<file path="src/rtl/reversible_circuit_evaluator_assert.svh">
// assertion macros for the reversible circuit evaluator
// clk and arst_n are taken from the module that uses the macros
`ifndef REVERSIBLE_CIRCUIT_EVALUATOR_ASSERT_SVH
`define REVERSIBLE_CIRCUIT_EVALUATOR_ASSERT_SVH

`ifndef NO_ASSERTIONS

// condition holds at every clock edge out of reset
`define RCE_ASSERT_ALWAYS(label, cond) \
	label: assert property (@(posedge clk) disable iff (!arst_n) (cond)) \
		else $error("rce: invariant violated");

// antecedent implies consequent in the same cycle
`define RCE_ASSERT_IMPLIES(label, ante, cons) \
	label: assert property (@(posedge clk) disable iff (!arst_n) (ante) |-> (cons)) \
		else $error("rce: implication violated");

`else

`define RCE_ASSERT_ALWAYS(label, cond)

`define RCE_ASSERT_IMPLIES(label, ante, cons)

`endif

`endif

</file>
<file path="src/rtl/rce_pkg.sv">
package rce_pkg;

	// fixed field widths
	localparam int KIND_W   = 1;
	localparam int INDEX_W  = 5;
	localparam int WORD_W   = 16;
	localparam int VEC_W    = 8;
	localparam int CNT_W    = 9;
	localparam int ACTIVE_W = 6;
	localparam int GC_W     = 6;
	localparam int LC_W     = 4;
	localparam int CFG_W    = 6;

	// lines carried by one gate word and the usable line limit
	localparam int WORD_LINES = 8;
	localparam int MAX_LINES  = 8;
	localparam int LINE_LIM   = (MAX_LINES < WORD_LINES) ? MAX_LINES : WORD_LINES;

	// item kinds
	localparam logic [KIND_W-1:0] KIND_LOAD = 1'b0;
	localparam logic [KIND_W-1:0] KIND_EVAL = 1'b1;

	// per-line gate codes
	localparam logic [1:0] CODE_CTRL0     = 2'd0;
	localparam logic [1:0] CODE_CTRL1     = 2'd1;
	localparam logic [1:0] CODE_DONT_CARE = 2'd2;
	localparam logic [1:0] CODE_TARGET    = 2'd3;

	// configuration register indexes
	localparam logic REG_GATE_COUNT = 1'b0;
	localparam logic REG_LINE_COUNT = 1'b1;

	// saturation limit of the match counter
	localparam logic [CNT_W-1:0] COUNT_MAX = 9'd256;

	typedef struct packed {
		logic [KIND_W-1:0]  kind;
		logic [INDEX_W-1:0] gate_index;
		logic [WORD_W-1:0]  gate_word;
		logic [VEC_W-1:0]   test_input;
		logic [VEC_W-1:0]   expected_output;
	} item_t;

	typedef struct packed {
		logic [VEC_W-1:0]    circuit_output;
		logic                matches_res;
		logic [CNT_W-1:0]    match_count;
		logic [ACTIVE_W-1:0] active_gates;
	} result_t;

	// word moving down the cell chain, lines indexed by line number
	typedef struct packed {
		logic               valid;
		logic [KIND_W-1:0]  kind;
		logic [VEC_W-1:0]   lines;
		logic [CNT_W-1:0]   cnt;
	} token_t;

endpackage

</file>
<file path="src/rtl/rce_cell.sv">
module rce_cell (
	input  logic                          clk,
	input  logic                          arst_n,
	input  logic                          adv,
	input  logic                          wr_en,
	input  logic [rce_pkg::WORD_W-1:0]    wr_word,
	input  logic                          en,
	input  logic [rce_pkg::VEC_W-1:0]     lmask,
	input  rce_pkg::token_t               tok_in,
	output rce_pkg::token_t               tok_out
);
	import rce_pkg::*;

	logic [WORD_W-1:0] gate_q;
	logic              fire;
	logic [VEC_W-1:0]  tmask;
	token_t            nxt;
	token_t            tok_q;

	// gate word held by this cell
	always_ff @(posedge clk) begin
		if (wr_en) begin
			gate_q <= wr_word;
		end
	end

	// control match and last target line among lines in use
	always_comb begin
		logic [1:0] code;
		fire  = 1'b1;
		tmask = '0;
		code  = '0;
		for (int j = 0; j < WORD_LINES; j++) begin
			code = gate_q[2*j +: 2];
			if (lmask[j]) begin
				case (code) inside
					CODE_CTRL0, CODE_CTRL1: begin
						if (tok_in.lines[j] != code[0]) begin
							fire = 1'b0;
						end
					end
					CODE_TARGET: begin
						tmask = VEC_W'(1) << j;
					end
					default: ;
				endcase
			end
		end
	end

	// apply gate and count it when it holds a target
	always_comb begin
		nxt = tok_in;
		if (en) begin
			nxt.cnt = tok_in.cnt + CNT_W'(|tmask);
			if (tok_in.kind == KIND_EVAL && fire) begin
				nxt.lines = tok_in.lines ^ tmask;
			end
		end
	end

	// hand the word to the next cell
	always_ff @(posedge clk or negedge arst_n) begin
		if (!arst_n) begin
			tok_q <= '0;
		end else if (adv) begin
			tok_q <= nxt;
		end
	end

	assign tok_out = tok_q;

endmodule

</file>
<file path="src/rtl/reversible_circuit_evaluator.sv">
// an item passes the head register, the gate cells and then the output register
// one item in flight: the item walks the gate cell chain one cell per cycle and
// the next item enters once the result is registered
// a waiting result does not block the next item from entering
// reset: async active low; clears the match counter, valid flags and the config
// registers (gate_count 4, line_count 3); gate words are undefined until loaded
`include "reversible_circuit_evaluator_assert.svh"

module reversible_circuit_evaluator #(
	parameter int MAX_GATES = 32
) (
	input  logic                        clk,
	input  logic                        arst_n,
	input  logic                        item_valid,
	output logic                        item_stall,
	input  rce_pkg::item_t              item,
	output logic                        result_valid,
	input  logic                        result_stall,
	output rce_pkg::result_t            result,
	input  logic                        cfg_valid,
	output logic                        cfg_ready,
	input  logic                        cfg_index,
	input  logic [rce_pkg::CFG_W-1:0]   cfg_data
);
	import rce_pkg::*;

	logic [GC_W-1:0]   gate_count_q;
	logic [LC_W-1:0]   line_count_q;
	logic [LC_W-1:0]   n_lines;
	logic [VEC_W-1:0]  lmask;
	logic [MAX_GATES-1:0] en;
	logic              accept;
	logic              busy_q;
	logic              adv;
	logic              xfer;
	token_t            head_q;
	token_t            chain [MAX_GATES+1];
	logic [MAX_GATES:0] tok_valid;
	logic [VEC_W-1:0]  entry_lines;
	logic [VEC_W-1:0]  exp_q;
	logic [VEC_W-1:0]  vec_out;
	logic              hit;
	logic [CNT_W-1:0]  cnt_q;
	logic [CNT_W-1:0]  cnt_next;
	logic              out_valid_q;
	result_t           out_q;

	// configuration writes
	assign cfg_ready = 1'b1;

	always_ff @(posedge clk or negedge arst_n) begin
		if (!arst_n) begin
			gate_count_q <= GC_W'(4);
			line_count_q <= LC_W'(3);
		end else if (cfg_valid && cfg_ready) begin
			unique case (cfg_index)
				REG_GATE_COUNT: gate_count_q <= cfg_data;
				REG_LINE_COUNT: line_count_q <= cfg_data[LC_W-1:0];
				default: ;
			endcase
		end
	end

	// lines in use and gates applied
	assign n_lines = (int'(line_count_q) > LINE_LIM) ? LC_W'(LINE_LIM) : line_count_q;

	always_comb begin
		for (int j = 0; j < VEC_W; j++) begin
			lmask[j] = int'(n_lines) > j;
		end
		for (int g = 0; g < MAX_GATES; g++) begin
			en[g] = int'(gate_count_q) > g;
		end
	end

	// input handshake, one item in flight
	assign item_stall = busy_q;
	assign accept     = item_valid && !item_stall;

	// msb-first vector to line-indexed bits
	always_comb begin
		entry_lines = '0;
		for (int j = 0; j < VEC_W; j++) begin
			for (int p = 0; p < VEC_W; p++) begin
				if (j < int'(n_lines) && p == int'(n_lines) - 1 - j) begin
					entry_lines[j] = item.test_input[p];
				end
			end
		end
	end

	// head of the chain
	always_ff @(posedge clk or negedge arst_n) begin
		if (!arst_n) begin
			head_q <= '0;
		end else if (accept) begin
			head_q.valid <= 1'b1;
			head_q.kind  <= item.kind;
			head_q.lines <= entry_lines;
			head_q.cnt   <= '0;
		end else if (adv) begin
			head_q.valid <= 1'b0;
		end
	end

	always_ff @(posedge clk) begin
		if (accept) begin
			exp_q <= item.expected_output;
		end
	end

	// chain of gate cells
	assign chain[0] = head_q;

	for (genvar g = 0; g < MAX_GATES; g++) begin : g_cell
		rce_cell u_cell (
			.clk     (clk),
			.arst_n  (arst_n),
			.adv     (adv),
			.wr_en   (accept && item.kind == KIND_LOAD && int'(item.gate_index) == g),
			.wr_word (item.gate_word),
			.en      (en[g]),
			.lmask   (lmask),
			.tok_in  (chain[g]),
			.tok_out (chain[g+1])
		);
	end

	always_comb begin
		for (int g = 0; g <= MAX_GATES; g++) begin
			tok_valid[g] = chain[g].valid;
		end
	end

	// chain end into the output register
	assign xfer = chain[MAX_GATES].valid && (!out_valid_q || !result_stall);
	assign adv  = !(chain[MAX_GATES].valid && !xfer);

	// line-indexed bits back to msb-first vector
	always_comb begin
		vec_out = '0;
		for (int p = 0; p < VEC_W; p++) begin
			for (int j = 0; j < VEC_W; j++) begin
				if (j < int'(n_lines) && p == int'(n_lines) - 1 - j) begin
					vec_out[p] = chain[MAX_GATES].lines[j];
				end
			end
		end
	end

	// match check and saturating counter, cleared by a load item
	always_comb begin
		hit      = (chain[MAX_GATES].kind == KIND_EVAL) && (vec_out == exp_q);
		cnt_next = cnt_q;
		if (chain[MAX_GATES].kind == KIND_LOAD) begin
			cnt_next = '0;
		end else if (hit && cnt_q != COUNT_MAX) begin
			cnt_next = cnt_q + CNT_W'(1);
		end
	end

	always_ff @(posedge clk or negedge arst_n) begin
		if (!arst_n) begin
			cnt_q       <= '0;
			busy_q      <= 1'b0;
			out_valid_q <= 1'b0;
		end else begin
			if (accept) begin
				busy_q <= 1'b1;
			end else if (xfer) begin
				busy_q <= 1'b0;
			end
			if (xfer) begin
				cnt_q       <= cnt_next;
				out_valid_q <= 1'b1;
			end else if (!result_stall) begin
				out_valid_q <= 1'b0;
			end
		end
	end

	// result word
	always_ff @(posedge clk) begin
		if (xfer) begin
			out_q.circuit_output <= (chain[MAX_GATES].kind == KIND_EVAL) ? vec_out : '0;
			out_q.matches_res    <= hit;
			out_q.match_count    <= cnt_next;
			out_q.active_gates   <= chain[MAX_GATES].cnt[ACTIVE_W-1:0];
		end
	end

	assign result_valid = out_valid_q;
	assign result       = out_q;

	// checks
	`RCE_ASSERT_ALWAYS(a_single_word_in_chain, $onehot0(tok_valid))
	`RCE_ASSERT_IMPLIES(a_idle_chain_empty, !busy_q, tok_valid == '0)
	`RCE_ASSERT_ALWAYS(a_counter_saturates, cnt_q <= COUNT_MAX)
	`RCE_ASSERT_IMPLIES(a_match_counted, result_valid && result.matches_res, result.match_count != '0)

endmodule
</file>
<file path="config.mk">
export PLATFORM = sky130hd
export DESIGN_NAME = reversible_circuit_evaluator
export DESIGN_NICKNAME = d
export VERILOG_FILES = /design/src/rtl/rce_pkg.sv /design/src/rtl/rce_cell.sv /design/src/rtl/reversible_circuit_evaluator.sv
export VERILOG_INCLUDE_DIRS = /design/src /design/src/rtl
export SDC_FILE = /design/constraint.sdc
export NUM_CORES = 2
export LEC_CHECK = 0
export ABC_AREA = 1
export BUFFER_PORTS_ARGS = -buffer_cell sky130_fd_sc_hd__buf_2
export CAP_MARGIN = 20
export CORE_MARGIN = 1.5
export CORE_UTILIZATION = 36
export DETAILED_ROUTE_END_ITERATION = 10
export PLACE_DENSITY = 0.53
export SYNTH_ARGS = -nofsm -noshare
export SYNTH_HDL_FRONTEND = slang
export SYNTH_SLANG_ARGS = --single-unit
</file>
<file path="constraint.sdc">
create_clock -name clk -period 9.4 [get_ports clk]
set_input_delay 1.88 -clock clk [delete_from_list [all_inputs] [get_ports clk]]
set_output_delay 1.88 -clock clk [all_outputs]
set_load 0.05 [all_outputs]
</file>
==> results.cfg <==
[synth]
syn_nets = 6001
synth_area_leaders = edfxtp_1 30%, dfrtp_1 24%, nand2_1 8.5%, o21ai_0 4.4%, nand3_1 3.7%
async_flop_share_pct = 49.3
syn_area_um2 = 54100
syn_area_per_cell_um2 = 9.22
post_synth_num_cell_types = 66
synth_edf_count = 544
ys_ff_latch = 1072
yosysWarnings = 0
netlist_instances = 5874
seq_area_frac_synth_pct = 54.6
synth_top_area_share_pct = 30.2
synth_largest_area_cell = edfxtp_1
synthFlopType = edfxtp_1

[timing]
fin_crit_sh_pct = 59.0
setup_viol = 0
rsz0062_at_grt = false
slew_viol_final = 0
finalCriticalPeriod_ps = 5550
timing.slew.headroom_pct = 22.7
holdWs_ps = 451
worst_slew_pin_slew_ps = 1160
finalHoldViolCount = 0
max_freq_ghz = 0.180
timing.final.ws_setup_ps = 3850
fin_skew_ps = 56.4
setup_tns_ps = 0

[clock_network]
path_clk_slew_ps = 60
cts_resized = 0
clock_latency_ps = 760
h-tree-depth = 3
hold_buffers = 0
root_buffer = clkbuf_16
clock-sinks = 1072
cts_tree = done
cts_made_buffers = 118
post_cts_buffers = 0
cts_buffer_depth = 3

[drt]
ant_nets = 0
num_vias = 42387
wire_per_inst_um = 20.8
drc = 0
totalWireLength_um = 168000
drt_pass1_iterations = 5
vias_per_cell = 5.24
drt_iter0_drc = 3697

[floorplan]
start_util_pct = 36.2
io_pins = 77
core_um2 = 150000
row_count = 142
die_w_um = 391
fp.dieH_um = 391
die_area_um2 = 153000

[final_layout]
final_cell_mix = 1228 x nand2_1, 544 x edfxtp_1, 524 x dfrtp_1
antenna_cells = 0
drive_gt1_share_pct = 7.69
fin_area_um2 = 61200
area_growth_pct = 13.0
layout_commonest_cell = nand2_1
nFillCells = 14801
layout.nets = 6094

[worst_setup_path]
crit_path_top_delay_cell = buf_4
path_cells = buf_4 > inv_4 > nand2_1 > ha_1 > inv_1 > nor2_2 > nor2_4 > buf_4 > inv_2 > buf_4 > nor2_1 > nand3_1 > nor2_1 > nor3_1 > inv_1 > nor4b_1 > nor4_1 > nand2_1 > ha_1 > ha_1 > nand4_1 > xor2_1 > o21ai_0
cp-endpoint = g_cell[7].u_cell.tok_out[4]$_DFFE_PN0N_
crit_start = line_count_q[3]$_DFFE_PN0P_
setup.worst_path.end_class = flop
r2r_setup_slack_ps = 3850
arrival_ps = 6210
start_kind = flop
reg2reg_from = line_count_q[3]$_DFFE_PN0P_
r2r-end = g_cell[7].u_cell.tok_out[4]$_DFFE_PN0N_
cp_max_fo = 36
r2r_cells = 23
cpPeakStageDelay_ps = 650
required_ps = 10060
critPathKind = reg2reg

[global_route]
grt_pass1_wl_um = 254000
globalRouteTotalUtil_pct = 21.9
antenna_found_initial = 7
grt_overflow = 0
grt_pass1_vias = 40784
grt_max_degree = 197

[placed_design]
pre_cts_ws_ps = 3880
postPlaceCellArea_um2 = 57100
hpwl_um = 110000
place_congestion = 0.885
numPortBuffers = 75

[power]
ir_worst_vdd_mv = 0.164
cellLeakagePower_nw = 24.6
total_power_mw = 16.1
powerDensity_nw_per_um2 = 263

[status]
status = completed

[flow_run]
cap_violations = 0

[hold_path]
min_path_type = reg2reg
-- report_power, final --
| group | leakage, nW | internal, mW | total, mW | switching, mW |
|---|---|---|---|---|
| combinational | 11.0 | 1.49 | 4.23 | 2.74 |
| sequential | 11.6 | 5.97 | 6.99 | 1.02 |
| clock | 1.98 | 2.87 | 4.86 | 1.99 |
-- layout make-up --
cell class	instances	area [um2]	area share [%]
inverters	500	1890	3.08
clock inverters	68	806	1.32
multi-input cells	4100	22000	35.9
clock buffers	155	3250	5.32
flip-flops and latches	1072	29600	48.3
well taps	2016	2520	4.12
repair buffers	175	1210	1.98
-- kinds of logic (layout without fill, tap and decap cells) --
logic type	after synthesis	in the layout	share of synthesized area (%)
AOI/OAI and AO/OA	921	921	9.75
adders and majority gates	77	77	1.78
and+or+nand+nor	2660	2660	21.8
DFF	1072	1072	54.6
xor gates and xnor gates	441	441	7.13
other	1	1	0.00693
buffers and inverters	702	898	4.95
-- synth_stat cells (10+ instances only) --
cell,n
nor3b_1,16
nor4_1,80
inv_1,486
a22oi_1,10
dfrtp_1,525
a21oi_1,180
o311ai_0,20
o31ai_1,40
clkbuf_1,152
xor2_1,224
nand2_2,17
a31oi_1,39
xnor2_1,217
inv_2,11
buf_1,24
nand2_1,1230
nand3b_1,29
ha_1,77
o21ai_1,14
o21ai_0,477
o32ai_1,19
nor3_1,214
nand4_1,123
edfxtp_1,544
nand3_1,402
buf_2,23
nor2_1,492
o211ai_1,41
o22ai_1,22
-- per-stage QoR --
stage,util (%),cells
2_1_floorplan,-,5874
3_3_place_gp,38.2,7862
3_5_place_dp,38.2,7862
4_1_cts,40.9,8085
5_1_grt,40.9,8086
6_report,40.9,8086
-- sequential cells by signal (all words and copies together) (netlist names) --
| name | flops |
|---|---|
| chain | 10 |
| line_count_q | 4 |
| gate_count_q | 6 |
| g_cell.u_cell.tok_out | 497 |
| g_cell.u_cell.gate_q | 512 |
| result | 24 |
| item_stall | 1 |
| cnt_q | 9 |
| exp_q | 8 |
| result_valid | 1 |
-- layer usage --
metal	GRT usage (%)	routed length [um]
met1	31.2	77300
met2	34.6	75700
met3	3.27	10400
met4	5.96	4360
met5	0	45
-- worst min-delay path by stage --
stage                                                endpoint                                 startpoint  cells after the start  slack, ps
finish                                    result[2]$_DFFE_PP_   g_cell[31].u_cell.tok_out[2]$_DFFE_PN0N_                      0        450
global placement                          result[2]$_DFFE_PP_   g_cell[31].u_cell.tok_out[2]$_DFFE_PN0N_                      0        430
detailed placement                        result[2]$_DFFE_PP_   g_cell[31].u_cell.tok_out[2]$_DFFE_PN0N_                      0        440
CTS                                       result[2]$_DFFE_PP_   g_cell[31].u_cell.tok_out[2]$_DFFE_PN0N_                      0        450
global route                              result[2]$_DFFE_PP_   g_cell[31].u_cell.tok_out[2]$_DFFE_PN0N_                      0        460
floorplan           g_cell[31].u_cell.tok_out[18]$_DFFE_PN0N_  g_cell[30].u_cell.tok_out[18]$_DFFE_PN0N_                      2        420
-- worst max-delay path: cells and delay by family (launching register included) --
family                     cells  cell delay, ps
buffers and inverters          7            2100
adders and majority gates      3             740
and+or+nand+nor               11            1900
DFF                            1             340
xor gates and xnor gates       1             200
AOI/OAI and AO/OA              1             160
Note: power is estimated with default switching activity, not from simulation.
